$ cat config.mk
export PLATFORM = sky130hd
export DESIGN_NAME = dual_channel_envelope_tracker
export DESIGN_NICKNAME = d
export VERILOG_FILES = /design/src/dcet_pkg.sv /design/src/dcet_chan.sv /design/src/dual_channel_envelope_tracker.sv
export SDC_FILE = /design/constraint.sdc
export NUM_CORES = 1
export LEC_CHECK = 0
export BUFFER_PORTS_ARGS = -buffer_cell sky130_fd_sc_hd__buf_2
export CORE_MARGIN = 2
export CORE_UTILIZATION = 55
export CTS_CLUSTER_SIZE = 10
export DETAILED_ROUTE_END_ITERATION = 12
export GPL_TIMING_DRIVEN = 1
export PLACE_DENSITY = 0.73
export SKIP_CTS_REPAIR_TIMING = 1
export SLEW_MARGIN = 20
export SYNTH_ARGS = -nofsm -noshare
export SYNTH_HDL_FRONTEND = slang
export SYNTH_SLANG_ARGS = --single-unit
$ cat constraint.sdc
create_clock -name clk -period 14.3 [get_ports clk]
set_clock_uncertainty 0.2 [all_clocks]
set_input_delay 2.86 -clock clk [delete_from_list [all_inputs] [get_ports clk]]
set_output_delay 2.86 -clock clk [all_outputs]
set_load 0.01 [all_outputs]
$ cat src/dcet_pkg.sv
// shared types, constants and the envelope update function for the envelope tracker
`default_nettype none

package dcet_pkg;

  localparam int SampleBits = 18;
  localparam int ShiftBits  = 4;
  localparam logic [ShiftBits-1:0] ShiftReset = ShiftBits'(4);

  typedef logic [SampleBits-1:0] sample_t;
  typedef logic [ShiftBits-1:0]  shift_t;

  typedef struct packed {
    sample_t ir_sample;
    sample_t red_sample;
    sample_t ir_background;
    logic    restart;
  } in_item_t;

  typedef struct packed {
    sample_t ir_excess;
    sample_t ir_span;
    sample_t red_span;
  } out_item_t;

  // one envelope update: jump on empty or break-through, otherwise decay toward the sample
  function automatic sample_t track_env(sample_t env, sample_t s, shift_t shift, logic upper);
    sample_t gap;
    sample_t step;
    logic    breaks;
    breaks = upper ? (s >= env) : (s <= env);
    if ((env == '0) || breaks) begin
      return s;
    end
    gap  = upper ? (env - s) : (s - env);
    step = gap >> shift;
    if (step == '0) begin
      step = SampleBits'(1);
    end
    return upper ? (env - step) : (env + step);
  endfunction

endpackage

`default_nettype wire

$ cat src/dcet_chan.sv
// high and low envelope registers of one channel with their update and span logic
`default_nettype none

module dcet_chan
  import dcet_pkg::*;
(
  input  wire logic    clk,
  input  wire logic    rst,
  input  wire logic    advance,
  input  wire logic    restart,
  input  wire sample_t sample,
  input  wire shift_t  follow_shift,
  output sample_t      span
);

  sample_t upper;
  sample_t lower;
  sample_t upper_base;
  sample_t lower_base;
  sample_t upper_next;
  sample_t lower_next;

  always_comb begin
    upper_base = restart ? '0 : upper;
    lower_base = restart ? '0 : lower;
    upper_next = track_env(upper_base, sample, follow_shift, 1'b1);
    lower_next = track_env(lower_base, sample, follow_shift, 1'b0);
    span       = (upper_next >= lower_next) ? (upper_next - lower_next) : '0;
  end

  always_ff @(posedge clk) begin
    if (rst) begin
      upper <= '0;
      lower <= '0;
    end else if (advance) begin
      upper <= upper_next;
      lower <= lower_next;
    end
  end

endmodule

`default_nettype wire

$ cat src/dual_channel_envelope_tracker.sv
// top level of the dual channel envelope tracker
//
// each input item carries an ir sample, a red sample, the ir background level and
// a restart flag; each item gives exactly one result item with the ir excess over
// the background and the high-minus-low span of each channel's envelopes.
// both channels use valid and stall; an item moves on an edge with valid high and
// stall low. the item is held in an input register, the envelope update runs in
// combinational logic, and the result lands in an output register.
// throughput: one item per cycle while the receiver does not stall.
// when the receiver stalls, the result holds in the output register and one more
// item is still taken into the input register; stall then reaches the sender.
// follow_shift is written through cfg_wen/cfg_wdata; the user must write it only
// while the block is idle, which the block does not enforce. reset empties all four
// envelopes, drops any items in flight and sets follow_shift to 4.
`default_nettype none

module dual_channel_envelope_tracker
  import dcet_pkg::*;
(
  input  wire logic      clk,
  input  wire logic      rst,
  input  wire logic      in_valid,
  output logic           in_stall,
  input  wire in_item_t  in_item,
  output logic           out_valid,
  input  wire logic      out_stall,
  output out_item_t      out_item,
  input  wire logic      cfg_wen,
  input  wire shift_t    cfg_wdata
);

  shift_t    follow_shift;
  logic      s1_valid;
  in_item_t  s1_item;
  logic      s1_advance;
  logic      in_take;
  sample_t   ir_span;
  sample_t   red_span;
  out_item_t result_next;

  assign s1_advance = s1_valid && (!out_valid || !out_stall);
  assign in_stall   = s1_valid && out_valid && out_stall;
  assign in_take    = in_valid && !in_stall;

  always_ff @(posedge clk) begin
    if (rst) begin
      follow_shift <= ShiftReset;
    end else if (cfg_wen) begin
      follow_shift <= cfg_wdata;
    end
  end

  always_ff @(posedge clk) begin
    if (rst) begin
      s1_valid <= 1'b0;
    end else if (in_take) begin
      s1_valid <= 1'b1;
    end else if (s1_advance) begin
      s1_valid <= 1'b0;
    end
  end

  always_ff @(posedge clk) begin
    if (in_take) begin
      s1_item <= in_item;
    end
  end

  dcet_chan u_ir (
    .clk          (clk),
    .rst          (rst),
    .advance      (s1_advance),
    .restart      (s1_item.restart),
    .sample       (s1_item.ir_sample),
    .follow_shift (follow_shift),
    .span         (ir_span)
  );

  dcet_chan u_red (
    .clk          (clk),
    .rst          (rst),
    .advance      (s1_advance),
    .restart      (s1_item.restart),
    .sample       (s1_item.red_sample),
    .follow_shift (follow_shift),
    .span         (red_span)
  );

  always_comb begin
    result_next.ir_excess = (s1_item.ir_sample > s1_item.ir_background) ?
                            (s1_item.ir_sample - s1_item.ir_background) : '0;
    result_next.ir_span   = ir_span;
    result_next.red_span  = red_span;
  end

  always_ff @(posedge clk) begin
    if (rst) begin
      out_valid <= 1'b0;
    end else if (s1_advance) begin
      out_valid <= 1'b1;
    end else if (!out_stall) begin
      out_valid <= 1'b0;
    end
  end

  always_ff @(posedge clk) begin
    if (s1_advance) begin
      out_item <= result_next;
    end
  end

endmodule

`default_nettype wire

Word-level counts from Yosys, hierarchy flattened
Cells that the tools add are included.
{"block": "word_totals", "regBits": 187, "latchBits": 0, "ram_bits": 0, "rom_bits": 0, "inputBits": 64, "output_inout_bits": 56, "n_memories": 0}
{"block": "op_classes", "addsub": 11, "n_mul": 0, "div": 0, "n_lt_le_gt_ge": 7, "n_eq_ne": 1, "shifts": 4, "muxes": 28, "bitwise_logic": 0, "n_reduce_logical": 21}
{"operator": "18-bit two-way mux", "count": 20}
{"operator": "18-bit subtractor", "count": 9}
{"operator": "18-bit zero test", "count": 8}
{"operator": "18-bit greater-or-equal comparator", "count": 4}
{"operator": "18-bit by 4-bit >> shifter with 18-bit output", "count": 4}
{"operator": "18-bit adder", "count": 2}
{"operator": "18-bit less-or-equal comparator", "count": 2}
{"operator": "18-bit > comparator", "count": 1}
{"operator": "1-bit two-way mux", "count": 8}
{"operator": "1-bit logical OR", "count": 5}
{"operator": "1-bit logical AND", "count": 4}
{"operator": "1-bit zero test", "count": 3}
{"operator": "2-bit by 1-bit inequality test with 1-bit output, second input constant", "count": 1}
{"operator": "2-bit nonzero test", "count": 1}

Longest topological paths before layout
{"block": "depth", "ltp_word": 9, "mapped_depth": 53, "depth_no_buf": 48}

Hierarchy
Synthesis repeated with hierarchy kept, for this count alone.
{"block": "hier_totals", "cells_unflattened": 2735, "area_unflattened_um2": 21612.0}
{"mod": "dcet_chan at u_red", "instances": 1, "cells_each": 1213, "area_each_um2": 8567.0, "seq_area_each_um2": 720.7}
{"mod": "dcet_chan at u_ir", "instances": 1, "cells_each": 1215, "area_each_um2": 8379.3, "seq_area_each_um2": 720.7}
{"mod": "dual_channel_envelope_tracker", "instances": 1, "cells_each": 307, "area_each_um2": 4665.7, "seq_area_each_um2": 3393.3}

Worst setup path before layout
Ideal clock, no wire load.
{"block": "synth_path", "kind": "flip-flop to flip-flop", "startpoint": "register s1_item[0] in the netlist's numbering", "endpoint": "register out_item[14] in the netlist's numbering (data pin)", "arrival_time_ns": 9.842, "slack_ns": 4.003, "stages_incl_launch_ff": 50, "n_path_buf": 5, "period_less_slack_ns": 10.297, "cell_sequence": "edfxtp_1 -> buf_4 -> inv_2 -> buf_1 -> buf_1 -> clkbuf_1 -> nand2_1 -> ha_1 -> nor2b_1 -> o21ai_0 -> a21boi_0 -> o21ai_0 -> a21boi_0 -> o21a_1 -> o21ai_0 -> a21oi_1 -> o21ai_0 -> a211o_1 -> [... 14 more ...] -> ha_1 -> nor2b_1 -> o21ai_0 -> nand2b_1 -> a21o_1 -> a21o_1 -> a21o_1 -> a21o_1 -> a21o_1 -> a21o_1 -> inv_1 -> a31oi_1 -> o22a_1 -> o221ai_1 -> a211oi_2 -> a211oi_2 -> buf_6 -> nor2_1"}
{"block": "synth_between", "elab_chain_cells": 9, "elab_cells_between_ends": 26, "cone_classes": "add/sub (5); order compare (3); shift (2); mux (10); reduce/logical (6)"}
{"element": "start, declared", "line": "dual_channel_envelope_tracker.sv:34", "source": "in_item_t s1_item;"}
{"element": "start signal, assigned", "line": "dual_channel_envelope_tracker.sv:65", "source": "s1_item <= in_item;"}
{"element": "18-bit two-way mux, on equally long branches", "line": "dcet_chan.sv:24, dcet_chan.sv:25"}
{"element": "18-bit subtractor", "line": "dcet_pkg.sv:35", "source": "gap = upper ? (env - s) : (s - env);"}
{"element": "18-bit by 4-bit >> shifter with 18-bit output", "line": "dcet_pkg.sv:36", "source": "step = gap >> shift;"}
{"element": "18-bit zero test", "line": "dcet_pkg.sv:37", "source": "if (step == '0) begin"}
{"element": "18-bit two-way mux", "line": "dcet_pkg.sv:37"}
{"element": "18-bit two-way mux", "line": "dcet_pkg.sv:35"}
{"element": "18-bit subtractor / 18-bit adder (equally long branches)", "line": "dcet_pkg.sv:40", "source": "return upper ? (env - step) : (env + step);"}
{"element": "18-bit two-way mux", "line": "dcet_pkg.sv:35"}
{"element": "18-bit subtractor / 18-bit greater-or-equal comparator (equally long branches)", "line": "dcet_chan.sv:28", "source": "span = (upper_next >= lower_next) ? (upper_next - lower_next) : '0;"}
{"element": "end signal, assigned", "line": "dual_channel_envelope_tracker.sv:108", "source": "out_item <= result_next;"}
{"element": "end, declared", "line": "dual_channel_envelope_tracker.sv:27", "source": "output out_item_t out_item,"}
Several ways; a longest one is shown, not always the timed one. The select of a mux whose other input is x is not followed.
A chain may end at the register's enable or synchronous reset.

Worst setup path after layout
{"block": "layout_path", "startpoint": "register s1_item[0] in the netlist's numbering", "endpoint": "register out_item[23] in the netlist's numbering (data pin)"}
The elaborated chain is that of the path after synthesis.

==> metrics <==
Psw=1.03 mW; Final Slew Violations=0; clock share of power=0.210; Final WS setup=about 2.4 ns; setup_tns=0 ns; wire per inst=21.5 um; main area contributors after synthesis=edfxtp_1 16%, ha_1 10%, dfxtp_1 7.6%; IO buf count=119; reg2reg path depth=48; share of cells above drive strength 1=0.0973; cell accounting for the most synthesized area=edfxtp_1; RSZ-0062 raised after global routing=false; HPWL after detailed placement=53.3 mm; VDD IR max=about 0.000098 V; max cap viols=0; Via Count=slightly above 20000; Final min period=about 12 ns; Async S/R FF share, synth=0; slowest stage delay, CP=between 0.6 and 0.7 ns; NumNets Final=2937; Clock Root Buffer=clkbuf_16; area of the core=36800 um2; fin crit share=0.832; fill count=between 3000 and 4000; Crit-path slowest cell=a2111oi_0; Worst Setup Start Kind=register; CP most frequent cell=o21ai_0; aggregate routed wire length=68.3 mm; PD cells=109 nW/um2; Crit Path Max Fanout=26; register bit count reported by yosys=between 150 and 200; arrival time worst endpoint=12.00 ns; Net Sw Frac=0.429; Synth top area share=0.158; std cell rows=70; Logic pwr share=0.507; vias in the first global route=19362; Critical Path RT=14.41 ns; dpl ws=2.84 ns; Area Overhead vs Synth=7.05%; Seq pwr share=0.283; antenna violations before repair=0; DRC Markers=0; # clock sinks=~190; Antenna Nets Post-Route=0; worst r2r dst=out_item[23]; worst hold path class=reg -> reg; max frequency=84.1 MHz; Internal Power=1.37 mW; Skew-Pair Late Insertion Delay=0.48 ns; Clock Path Buffers=2; Initial DRT Pass Iterations=7; H-tree levels=4; CTS tree=built; slew margin rel.=0.263; I/O pin count=120; chip width=198 um; cts bufs inserted=17; first-pass GRT wire length=approximately 110 mm; Starting Density=0.562; die footprint=~40000 um2; largest net degree at the start of global routing=79; Setup Crit Path Kind=reg -> reg; antenna fix cells=0; routed vias/inst=approximately 6.5; Lkg Pwr=9.68 nW; Synth cell types=106; Post-Synthesis Cells=2659; Synth Cell Area=20700 um2; Reg clk slew, reported paths=approximately 0.090 ns; CP endpoint kind=register; FF-to-FF setup slack=roughly 2.4 ns; syn_area_per_cell=7.77 um2; GRT Total Usage=0.347; GR Overflow Total=0; die height=198 um; final setup fails=0; slew at the pin with the worst max-slew slack=1.10 ns; status=finished, final reports clean; Primary FF master, synth=edfxtp_1; Post-synth EDFFs=109; Hold Path End=u_ir.upper[2]; initial DRC count=2372; share of the yosys chip area belonging to registers=0.234; Hold Path Origin=u_ir.upper[2]; Yosys warning total=0; worst r2r src=s1_item[0]; Post-Syn Nets=2905; hold path cells=2; RePlAce Congestion=about 1.0; Hold Vio Cnt, Final=0
-- placed cells by master (no fill, tap or decap), drive strengths merged, types with 34 or more instances in the layout --
cell type / count
a21o: 69
o21ai: 163
nand3: 45
edfxtp: 109
xnor2: 95
dfxtp: 78
nand2: 260
a211oi: 69
inv: 188
a21oi: 167
mux2i: 76
nor3: 86
nand2b: 34
xor2: 42
nor2b: 68
buf: 139
and2: 34
nor2: 294
ha: 173
-- worst max-delay path: cells and delay by family (launching register included) --
family | cells | cell delay (ns)
adder cells (fa/ha/maj) | 4 | 1.43
AND/OR/NAND/NOR | 9 | 1.69
flip-flops | 1 | 0.41
multiplexers | 2 | 0.32
buffers and inverters | 3 | 0.85
AO/OA/AOI/OAI | 29 | 6.67
XOR/XNOR | 1 | 0.14
-- cells by family after synthesis --
kind of cell / count (synthesis) / synth area share
DFF: 187 / 0.234
adders and majority gates: 194 / 0.120
muxes: 100 / 0.0548
buffers and inverters: 309 / 0.0581
xor gates and xnor gates: 138 / 0.0606
AOI/OAI and AO/OA: 755 / 0.248
and+or+nand+nor: 976 / 0.225
-- layout make-up --
type                            instances  area [um2]  area share
Multi-Input combinational cell       2163       14700       0.663
Inverter                              183         689      0.0312
Clock buffer                           17         425      0.0192
Sequential cell                       187        4840       0.219
Clock inverter                         15         176     0.00798
Tap cell                              468         586      0.0265
Timing Repair Buffer                  139         746      0.0337
-- metrics by stage --
| step | hold WS [ns] | power (mW) | area [um2] | utilization | cells |
|---|---|---|---|---|---|
| CTS | 0.263 | 2.37 | 22100 | 0.601 | 3172 |
| global placement | 0.241 | 1.85 | 21500 | 0.585 | 3140 |
| detailed placement | 0.251 | 1.87 | 21500 | 0.585 | 3140 |
| global route | 0.285 | 2.54 | 22100 | 0.601 | 3172 |
| finish | 0.264 | 2.40 | 22100 | 0.601 | 3172 |
| floorplan | 0.232 | 1.57 | 20700 | - | 2659 |
-- sequential cells by signal, summed over array words and instances, names as in the netlist --
name,count
u_ir.upper,18
u_red.lower,18
u_ir.lower,18
u_red.upper,18
follow_shift,4
s1_item,55
out_valid,1
out_item,54
s1_valid,1
-- power by group through the flow --
| stage | combinational, mW | sequential, mW | clock, mW |
|---|---|---|---|
| 2_1_floorplan | 0.891 | 0.683 | 0 |
| 6_report | 1.22 | 0.681 | 0.504 |
| 3_5_place_dp | 1.18 | 0.691 | 0 |
| 4_1_cts | 1.19 | 0.679 | 0.503 |
| 5_1_grt | 1.33 | 0.684 | 0.523 |
| 3_3_place_gp | 1.16 | 0.689 | 0 |
-- worst max path at each step --
stage | start | end | slack [ns] | cells after the start
4_1_cts | s1_item[0] | out_item[23] | 2.79 | 48
2_1_floorplan | s1_item[0] | out_item[14] | 4.00 | 49
3_5_place_dp | s1_item[0] | out_item[35] | 2.84 | 46
6_report | s1_item[0] | out_item[23] | 2.41 | 48
5_1_grt | s1_item[0] | out_item[23] | 1.26 | 48
3_3_place_gp | s1_item[0] | out_item[35] | 3.06 | 46
-- metal layers --
layer / vias up / wire length (um) / share of wire / GRT usage
li1: 9744 / - / - / -
met1: 9865 / 30100 / 0.44 / 0.491
met2: 1006 / 30100 / 0.44 / 0.544
met3: 132 / 6370 / 0.093 / 0.0567
met4: 0 / 1740 / 0.025 / 0.103
met5: - / 0 / 0 / 0
-- cell usage after synthesis (33+ instances only) --
master and n:
nand3_1 45, a21o_1 69, nand2b_1 34, edfxtp_1 109, nor2_1 294, nand2_1 260
a211oi_1 66, clkbuf_1 87, xnor2_1 93, and2_1 33, dfxtp_1 78, a21oi_1 166
inv_1 180, nor2b_1 67, mux2i_1 76, xor2_1 40, nor3_1 85, o21ai_0 157
ha_1 173
No activity file was read; power rests on OpenSTA's default activity.
